--- src/hw/rtl/assert_macros.svh ---
// Assertion macros shared by the golden-section search RTL.
// Define NO_ASSERTIONS to compile every macro to nothing.
`ifndef ASSERT_MACROS_SVH
`define ASSERT_MACROS_SVH
`ifndef NO_ASSERTIONS
`define GSS_ASSERT_IMPLY(label, clk, rst_n, ante, cons) \
    label: assert property (@(posedge clk) disable iff (!rst_n) (ante) |-> (cons)) \
        else $error("assertion failed");
`define GSS_ASSERT_NEXT(label, clk, rst_n, ante, cons) \
    label: assert property (@(posedge clk) disable iff (!rst_n) (ante) |=> (cons)) \
        else $error("assertion failed");
`else
`define GSS_ASSERT_IMPLY(label, clk, rst_n, ante, cons)
`define GSS_ASSERT_NEXT(label, clk, rst_n, ante, cons)
`endif
`endif

--- src/hw/rtl/gss_pkg.sv ---
// Package for the golden-section search controller: widths, constants,
// operation and status codes, and the structs passed between modules.
package gss_pkg;

    localparam int GSS_VALUE_WIDTH     = 32;
    localparam int GSS_COEFF_WIDTH     = 32;
    localparam int GSS_TOL_WIDTH       = 31;
    localparam int GSS_COUNT_WIDTH     = 16;
    localparam int GSS_CFG_INDEX_WIDTH = 2;
    localparam int GSS_CFG_DATA_WIDTH  = 31;

    // (3 - sqrt 5)/2 and (sqrt 5 - 1)/2 as unsigned Q0.32
    localparam logic [GSS_COEFF_WIDTH-1:0] GSS_K_LOW  = 32'd1640531527;
    localparam logic [GSS_COEFF_WIDTH-1:0] GSS_K_HIGH = 32'd2654435769;

    localparam logic [GSS_TOL_WIDTH-1:0]   GSS_TOL_RESET   = 31'd66;
    localparam logic [GSS_COUNT_WIDTH-1:0] GSS_LIMIT_RESET = 16'd100;

    localparam logic [GSS_CFG_INDEX_WIDTH-1:0] CFG_TOLERANCE  = 2'd0;
    localparam logic [GSS_CFG_INDEX_WIDTH-1:0] CFG_ITER_LIMIT = 2'd1;

    localparam logic OP_START = 1'b0;
    localparam logic OP_REPLY = 1'b1;

    typedef enum logic [1:0] {
        ST_EVAL       = 2'd0,
        ST_DONE       = 2'd1,
        ST_IDLE_REPLY = 2'd2
    } gss_status_t;

    typedef struct packed {
        logic                              operation;
        logic signed [GSS_VALUE_WIDTH-1:0] start_left;
        logic signed [GSS_VALUE_WIDTH-1:0] start_right;
        logic signed [GSS_VALUE_WIDTH-1:0] func_value;
    } gss_item_t;

    typedef struct packed {
        gss_status_t                       status;
        logic signed [GSS_VALUE_WIDTH-1:0] point;
        logic signed [GSS_VALUE_WIDTH-1:0] left_out;
        logic signed [GSS_VALUE_WIDTH-1:0] right_out;
        logic        [GSS_COUNT_WIDTH-1:0] iterations_done;
    } gss_result_t;

    typedef struct packed {
        logic [GSS_TOL_WIDTH-1:0]   tolerance;
        logic [GSS_COUNT_WIDTH-1:0] iteration_limit;
    } gss_cfg_t;

endpackage

--- src/hw/rtl/gss_probe.sv ---
// Probe point unit: near + coeff * (far - near), magnitude rounded half up.
// Depends on gss_pkg for the value and coefficient widths.
module gss_probe (
    input  logic signed [gss_pkg::GSS_VALUE_WIDTH-1:0] near_bound,
    input  logic signed [gss_pkg::GSS_VALUE_WIDTH-1:0] far_bound,
    input  logic        [gss_pkg::GSS_COEFF_WIDTH-1:0] coeff,
    output logic signed [gss_pkg::GSS_VALUE_WIDTH-1:0] probe
);
    import gss_pkg::*;

    localparam int W  = GSS_VALUE_WIDTH;
    localparam int KW = GSS_COEFF_WIDTH;
    localparam int PW = W + KW;

    logic signed [W:0]    diff;
    logic signed [W:0]    mag_full;
    logic                 far_ge_near;
    logic [W-1:0]         mag;
    logic [PW-1:0]        prod;
    logic [PW-1:0]        rounded;
    logic [W-1:0]         step;

    // widen by a guard bit so the span never overflows
    assign diff        = {far_bound[W-1], far_bound} - {near_bound[W-1], near_bound};
    assign far_ge_near = !diff[W];
    assign mag_full    = far_ge_near ? diff : -diff;
    assign mag         = mag_full[W-1:0];
    assign prod        = PW'(mag) * PW'(coeff);
    assign rounded     = prod + (PW'(1) << (KW - 1));
    assign step        = rounded[PW-1:KW];
    assign probe       = far_ge_near ? $signed($unsigned(near_bound) + step)
                                     : $signed($unsigned(near_bound) - step);

endmodule

--- src/hw/rtl/gss_datapath.sv ---
// Search state and the single-pass update for one transaction.
// Depends on gss_pkg and gss_probe; assertions come from assert_macros.svh.
`include "assert_macros.svh"

module gss_datapath (
    input  logic                  aclk,
    input  logic                  aresetn,
    input  logic                  advance,
    input  gss_pkg::gss_item_t    item,
    input  gss_pkg::gss_cfg_t     cfg,
    output gss_pkg::gss_result_t  result
);
    import gss_pkg::*;

    localparam int W = GSS_VALUE_WIDTH;

    typedef enum logic [2:0] {
        PH_IDLE = 3'b001,
        PH_LOW  = 3'b010,
        PH_HIGH = 3'b100
    } gss_phase_t;

    logic signed [W-1:0]          left_reg, left_next;
    logic signed [W-1:0]          right_reg, right_next;
    logic signed [W-1:0]          probe_low_reg, probe_low_next;
    logic signed [W-1:0]          probe_high_reg, probe_high_next;
    logic signed [W-1:0]          value_low_reg, value_low_next;
    logic [GSS_COUNT_WIDTH-1:0]   count_reg, count_next;
    gss_phase_t                   phase_reg, phase_next;

    logic                         is_start;
    logic signed [W-1:0]          lo_near, lo_far, lo_probe;
    logic signed [W-1:0]          hi_near, hi_far, hi_probe;
    logic                         request;
    logic signed [W:0]            width_ext;
    logic signed [W:0]            sum_ext;
    logic                         go;

    assign is_start = (item.operation == OP_START);

    // Low unit: start bounds, or [left, mu] after the right edge moves
    assign lo_near = is_start ? item.start_left  : left_reg;
    assign lo_far  = is_start ? item.start_right : probe_high_reg;
    // High unit: start bounds, or [lambda, right] after the left edge moves
    assign hi_near = is_start ? item.start_left  : probe_low_reg;
    assign hi_far  = is_start ? item.start_right : right_reg;

    gss_probe u_probe_low (
        .near_bound (lo_near),
        .far_bound  (lo_far),
        .coeff      (GSS_K_LOW),
        .probe      (lo_probe)
    );

    gss_probe u_probe_high (
        .near_bound (hi_near),
        .far_bound  (hi_far),
        .coeff      (GSS_K_HIGH),
        .probe      (hi_probe)
    );

    always_comb begin
        left_next       = left_reg;
        right_next      = right_reg;
        probe_low_next  = probe_low_reg;
        probe_high_next = probe_high_reg;
        value_low_next  = value_low_reg;
        count_next      = count_reg;
        phase_next      = phase_reg;
        request         = 1'b0;
        result.status   = ST_IDLE_REPLY;
        result.point    = '0;

        if (is_start) begin
            left_next       = item.start_left;
            right_next      = item.start_right;
            count_next      = '0;
            probe_low_next  = lo_probe;
            probe_high_next = hi_probe;
            request         = 1'b1;
        end else begin
            unique case (phase_reg)
                PH_LOW: begin
                    value_low_next = item.func_value;
                    result.status  = ST_EVAL;
                    result.point   = probe_high_reg;
                    phase_next     = PH_HIGH;
                end
                PH_HIGH: begin
                    count_next = count_reg + GSS_COUNT_WIDTH'(1);
                    if (value_low_reg > item.func_value) begin
                        left_next       = probe_low_reg;
                        probe_low_next  = probe_high_reg;
                        probe_high_next = hi_probe;
                    end else begin
                        right_next      = probe_high_reg;
                        probe_high_next = probe_low_reg;
                        probe_low_next  = lo_probe;
                    end
                    request = 1'b1;
                end
                default: begin
                    phase_next = PH_IDLE;
                end
            endcase
        end

        // decide whether to keep narrowing on the updated interval
        width_ext = {right_next[W-1], right_next} - {left_next[W-1], left_next};
        sum_ext   = {right_next[W-1], right_next} + {left_next[W-1], left_next};
        go = (right_next > left_next)
             && (width_ext[W-1:0] > {{(W - GSS_TOL_WIDTH){1'b0}}, cfg.tolerance})
             && (count_next < cfg.iteration_limit);
        if (request) begin
            if (go) begin
                result.status = ST_EVAL;
                result.point  = probe_low_next;
                phase_next    = PH_LOW;
            end else begin
                result.status = ST_DONE;
                result.point  = sum_ext[W:1];
                phase_next    = PH_IDLE;
            end
        end

        result.left_out        = left_next;
        result.right_out       = right_next;
        result.iterations_done = count_next;
    end

    always_ff @(posedge aclk) begin
        if (!aresetn) begin
            left_reg       <= '0;
            right_reg      <= '0;
            probe_low_reg  <= '0;
            probe_high_reg <= '0;
            value_low_reg  <= '0;
            count_reg      <= '0;
            phase_reg      <= PH_IDLE;
        end else if (advance) begin
            left_reg       <= left_next;
            right_reg      <= right_next;
            probe_low_reg  <= probe_low_next;
            probe_high_reg <= probe_high_next;
            value_low_reg  <= value_low_next;
            count_reg      <= count_next;
            phase_reg      <= phase_next;
        end
    end

    `GSS_ASSERT_IMPLY(a_busy_interval_open, aclk, aresetn, phase_reg != PH_IDLE, right_reg > left_reg)
    `GSS_ASSERT_NEXT(a_low_reply_to_high, aclk, aresetn, advance && !is_start && phase_reg == PH_LOW, phase_reg == PH_HIGH)
    `GSS_ASSERT_NEXT(a_done_goes_idle, aclk, aresetn, advance && result.status == ST_DONE, phase_reg == PH_IDLE)

endmodule

--- src/hw/rtl/golden_section_search_top.sv ---
// Golden-section search controller, top level: handshakes, input and result
// registers, configuration registers. Depends on gss_pkg and gss_datapath.
//
// Takes one transaction per cycle unless m_ready stalls the result register,
// and returns exactly one result per transaction through the input register,
// the update logic (two constant-coefficient 32x32 multipliers for the probe
// points) and the result register. A start loads bounds and, like each
// reply, asks for the next value (f(lambda) first) or reports the midpoint
// and final bounds with status done; a reply while idle gets status idle
// reply. The rate of a search is set by the external function evaluator.
// Write the configuration registers only while no transaction is in flight.
`include "assert_macros.svh"

module golden_section_search_top (
    input  logic                                          aclk,
    input  logic                                          aresetn,
    // configuration
    input  logic                                          cfg_we,
    input  logic [gss_pkg::GSS_CFG_INDEX_WIDTH-1:0]       cfg_index,
    input  logic [gss_pkg::GSS_CFG_DATA_WIDTH-1:0]        cfg_wdata,
    // input channel
    input  logic                                          s_valid,
    output logic                                          s_ready,
    input  logic                                          s_operation,
    input  logic signed [gss_pkg::GSS_VALUE_WIDTH-1:0]    s_start_left,
    input  logic signed [gss_pkg::GSS_VALUE_WIDTH-1:0]    s_start_right,
    input  logic signed [gss_pkg::GSS_VALUE_WIDTH-1:0]    s_func_value,
    // result channel
    output logic                                          m_valid,
    input  logic                                          m_ready,
    output logic [1:0]                                    m_status,
    output logic signed [gss_pkg::GSS_VALUE_WIDTH-1:0]    m_point,
    output logic signed [gss_pkg::GSS_VALUE_WIDTH-1:0]    m_left_out,
    output logic signed [gss_pkg::GSS_VALUE_WIDTH-1:0]    m_right_out,
    output logic [gss_pkg::GSS_COUNT_WIDTH-1:0]           m_iterations_done
);
    import gss_pkg::*;

    gss_cfg_t    cfg_reg;
    gss_item_t   item_reg;
    logic        item_valid_reg;
    gss_result_t result_reg;
    gss_result_t result_next;
    logic        m_valid_reg;
    logic        advance;
    logic        accept;

    // fire the update when an item waits and the result register is free
    assign advance = item_valid_reg && (!m_valid_reg || m_ready);
    assign s_ready = !item_valid_reg || advance;
    assign accept  = s_valid && s_ready;

    always_ff @(posedge aclk) begin
        if (!aresetn) begin
            cfg_reg.tolerance       <= GSS_TOL_RESET;
            cfg_reg.iteration_limit <= GSS_LIMIT_RESET;
        end else if (cfg_we) begin
            unique case (cfg_index)
                CFG_TOLERANCE:  cfg_reg.tolerance <= cfg_wdata[GSS_TOL_WIDTH-1:0];
                CFG_ITER_LIMIT: cfg_reg.iteration_limit <= cfg_wdata[GSS_COUNT_WIDTH-1:0];
                default: begin
                    // drop writes to unmapped indexes
                end
            endcase
        end
    end

    always_ff @(posedge aclk) begin
        if (!aresetn) begin
            item_valid_reg <= 1'b0;
        end else if (s_ready) begin
            item_valid_reg <= s_valid;
        end
    end

    always_ff @(posedge aclk) begin
        if (accept) begin
            item_reg.operation   <= s_operation;
            item_reg.start_left  <= s_start_left;
            item_reg.start_right <= s_start_right;
            item_reg.func_value  <= s_func_value;
        end
    end

    gss_datapath u_datapath (
        .aclk    (aclk),
        .aresetn (aresetn),
        .advance (advance),
        .item    (item_reg),
        .cfg     (cfg_reg),
        .result  (result_next)
    );

    always_ff @(posedge aclk) begin
        if (!aresetn) begin
            m_valid_reg <= 1'b0;
        end else if (advance) begin
            m_valid_reg <= 1'b1;
        end else if (m_ready) begin
            m_valid_reg <= 1'b0;
        end
    end

    always_ff @(posedge aclk) begin
        if (advance) begin
            result_reg <= result_next;
        end
    end

    assign m_valid           = m_valid_reg;
    assign m_status          = result_reg.status;
    assign m_point           = result_reg.point;
    assign m_left_out        = result_reg.left_out;
    assign m_right_out       = result_reg.right_out;
    assign m_iterations_done = result_reg.iterations_done;

    `GSS_ASSERT_NEXT(a_advance_fills_result, aclk, aresetn, advance, m_valid_reg)
    `GSS_ASSERT_IMPLY(a_empty_stage_ready, aclk, aresetn, !item_valid_reg, s_ready)
    `GSS_ASSERT_IMPLY(a_status_code_valid, aclk, aresetn, m_valid_reg, m_status == ST_EVAL || m_status == ST_DONE || m_status == ST_IDLE_REPLY)

endmodule
--- config.mk ---
export PLATFORM = sky130hd
export DESIGN_NAME = golden_section_search_top
export DESIGN_NICKNAME = d
export VERILOG_FILES = /design/src/hw/rtl/gss_pkg.sv /design/src/hw/rtl/gss_probe.sv /design/src/hw/rtl/gss_datapath.sv /design/src/hw/rtl/golden_section_search_top.sv
export VERILOG_INCLUDE_DIRS = /design/src /design/src/hw/rtl
export SDC_FILE = /design/constraint.sdc
export NUM_CORES = 2
export LEC_CHECK = 0
export BUFFER_PORTS_ARGS = -buffer_cell sky130_fd_sc_hd__buf_2
export CORE_MARGIN = 3
export CORE_UTILIZATION = 39
export CTS_CLUSTER_DIAMETER = 80
export DETAILED_ROUTE_END_ITERATION = 10
export HOLD_SLACK_MARGIN = 0.02
export PLACE_DENSITY_LB_ADDON = 0.2
export SLEW_MARGIN = 30
export SYNTH_ARGS = -nofsm -noshare
export SYNTH_HDL_FRONTEND = slang
export SYNTH_HIERARCHICAL = 1
export SYNTH_SLANG_ARGS = --single-unit
--- constraint.sdc ---
create_clock -name aclk -period 18.45 [get_ports aclk]
set_input_delay 2.7675 -clock aclk [delete_from_list [all_inputs] [get_ports aclk]]
set_output_delay 2.7675 -clock aclk [all_outputs]
set_load 0.02 [all_outputs]
==> results_dict.tcl <==
set metrics [dict create \
    yosys.area_share.simple_pct 18.6 \
    gr-total-overflow 0 \
    cp-start-kind "flip-flop" \
    maxSlewViolCount 0 \
    cts_sinks 439 \
    track_usage_pct 25.1 \
    coreArea_mm2 0.260 \
    fin_ws_ps 651 \
    rsz0062_at_grt "no" \
    routed_via_density 5.32 \
    syn_inst 11780 \
    met1Wirelength_um 150000 \
    synth.area.mux_share_pct 1.96 \
    hold_end "cfg_reg[1]$_SDFFE_PN0P_" \
    ys_ff_latch 439 \
    crit_buf_inv 6 \
    io_buffers 250 \
    wl_met3_um 22300 \
    maxCapViolations 0 \
    setup_violations 0 \
    synthAdderAreaFrac_pct 45.7 \
    regToRegEndpoint "u_datapath/probe_high_reg[31]$_SDFFE_PN0P_" \
    netlist-cell-type-count 126 \
    areaGrowthSynthToFinish_pct 6.95 \
    hpwl_um 277000 \
    endpoint_kind "flip-flop" \
    min_period_ps 17800 \
    grt_pass1_vias 84811 \
    crit_path_frequent_cell "fa_1" \
    synth_flop_cell "dfxtp_1" \
    row_count 187 \
    clock_skew_ps 55.8 \
    cts_tree "done" \
    cp_max_fo 48 \
    die_w_um 517 \
    h-tree-depth 2 \
    hold_path_startpoint "cfg_reg[1]$_SDFFE_PN0P_" \
    crit_slowest_cell "nor4_2" \
    clk_pin_slew_ps 70 \
    routedWlPerCell_um 21.9 \
    hold_class "flip-flop to flip-flop" \
    fmax_ghz 0.0562 \
    grt_start_max_net_pins 193 \
    pre_cts_ws_ps 354 \
    slowest_delay_ps 660 \
    drc 0 \
    tns_ps 0 \
    crit_required_ps 18850 \
    grt_pass1_wl_um 520000 \
    worstMarginPinSlew_ps 995 \
    fp.dieH_um 517 \
    vias 81447 \
    met2WireLength_um 154000 \
    drive_gt1_share_pct 5.58 \
    dr.max_layer_used "met5" \
    synthXorXnorAreaFrac_pct 3.01 \
    period_share_pct 96.5 \
    finalNetCount 14538 \
    synth-compound-area-share_pct 9.43 \
    largest_reg_flops 97 \
    syn_avg_cell_area_um2 8.66 \
    place_congestion 0.955 \
    yosys_warnings 6 \
    path_delay_family "adder cells" \
    whs_path_depth 2 \
    antenna_found_initial 16 \
    critPathKind "flip-flop to flip-flop" \
    first_iter_violations 6333 \
    netlist_area_mm2 0.102 \
    io_pins 251 \
    clk_latency_ps 600 \
    startpoint "item_reg[96]$_DFFE_PP_" \
    cp_data_arrival_time_ps 18200 \
    die_area_mm2 0.268 \
    initial_core_util_pct 39.2 \
    ant_nets 0 \
    status "finished clean" \
    clk_path_buf_depth 3 \
    async_flop_share_pct 0 \
    cts-root-buf "clkbuf_16" \
    r2r_start "item_reg[96]$_DFFE_PP_" \
    slew_headroom_pct 33.3 \
    numCtsBuffers 40 \
    r2r_cells 55 \
    ys_seq_area_share_pct 10.7 \
    hold_violations 0 \
    wirelength_um 336000 \
    synth_top_family_by_area "adder cells" \
    synth_edf_count 211 \
    ff2ff_setup_slack_ps 650 \
    drt_pre_antenna_iters 6 \
]
[cell usage in the layout (no fill, tap or decap), drive strengths merged, types with 26 or more instances in the layout]
master / instances
buf: 415
nand4b: 29
o31ai: 29
ha: 845
fa: 1798
nand2: 1690
xnor2: 230
nor3: 106
a31oi: 53
and3: 72
o21bai: 58
nor2: 339
or3: 30
a211oi: 39
nand3b: 28
nand2b: 75
inv: 2146
nor4: 26
edfxtp: 211
mux2i: 196
clkbuf: 50
o21a: 53
a21oi: 501
dfxtp: 228
o22ai: 51
o21ai: 304
xor2: 113
nor2b: 126
nand3: 135
a21o: 172
and2: 892
nor3b: 34
conb: 213
nand4: 150
[worst max path at each step]
stage,endpoint,cells past startpoint,slack (ps)
2_1_floorplan,m_point[28]$_DFFE_PP_,59,3060
3_3_place_gp,u_datapath/probe_high_reg[31]$_SDFFE_PN0P_,53,270
3_5_place_dp,u_datapath/probe_high_reg[31]$_SDFFE_PN0P_,53,350
4_1_cts,u_datapath/probe_high_reg[31]$_SDFFE_PN0P_,53,280
5_1_grt,m_point[31]$_DFFE_PP_,58,60
6_report,u_datapath/probe_high_reg[31]$_SDFFE_PN0P_,55,650
[metal layers]
layer | GRT usage (%) | vias up
met1 | 35.9 | 41533
met2 | 40.4 | 2840
met4 | 6.26 | 10
met5 | 0 | -
met3 | 3.06 | 398
li1 | - | 36666
[layout make-up]
cell class | count | area (um2)
Fill cell | 25989 | 151000
Multi-Input combinational cell | 8718 | 81800
Sequential cell | 439 | 10900
Inverter | 2145 | 8060
Tap cell | 3496 | 4370
Timing Repair Buffer | 416 | 2590
Clock buffer | 49 | 1120
Clock inverter | 25 | 213
Antenna cell | 11 | 27.5
[synth_stat cells (all sizes together), types with 12 or more instances]
cell type	number	area share, %
xnor2	230	2.0
a221o	17	0.17
nand2b	75	0.46
o22ai	51	0.31
and4	15	0.13
edfxtp	211	6.2
and3	72	0.44
a31oi	53	0.34
nand2	1690	6.2
nand3	135	0.67
nand4b	29	0.25
buf	98	0.55
xor2	113	0.99
dfxtp	228	4.5
a211oi	39	0.29
o31ai	29	0.22
and2	892	5.5
or2	15	0.092
nor2	339	1.3
a221oi	12	0.11
nor3	106	0.54
a21oi	501	2.5
nand3b	28	0.21
o211ai	24	0.18
o21ai	304	1.5
a22o	19	0.16
o41ai	13	0.13
mux2i	196	1.9
a21o	172	1.3
fa	1798	35
nand4	150	0.95
nor3b	34	0.28
nor2b	126	0.77
o21a	53	0.39
nor4	26	0.20
a22oi	13	0.11
or3	30	0.19
a311oi	12	0.12
a31o	12	0.10
inv	2145	7.9
or3b	17	0.15
o21bai	58	0.43
ha	845	10
clkbuf	591	2.2
[logic make-up (layout without fill, tap and decap cells)]
group,count (synthesis),after routing
AOI/OAI and AO/OA,1505,1505
other,2,224
xor gates and xnor gates,344,344
adders and majority gates,2643,2643
buffers and inverters,2834,2635
and+or+nand+nor,3814,3814
muxes,199,199
DFF,439,439
[metrics by stage]
stage	hold WS [ps]	utilization (%)	instance area, um2	cells
6_report	456	42.0	109000	15299
5_1_grt	477	42.0	109000	15292
4_1_cts	457	41.9	109000	15285
3_5_place_dp	447	41.4	108000	15211
3_3_place_gp	442	41.3	107000	15210
2_1_floorplan	435	-	103000	11991
[tightest hold or removal path: cells and delay by family (launching register included)]
kind             cells  cell delay (ps)
DFF                  1              310
muxes                1               50
and+or+nand+nor      1               50
[timing repair]
action / CTS / global route
gates resized for setup: 0 / 17
endpoints found under the setup margin: 0 / 12
hold buffers: 0 / 0
setup buffers: 0 / 2
Power is not shown: default switching activity piles up to over one toggle a cycle in this logic, so the estimate is an artifact.
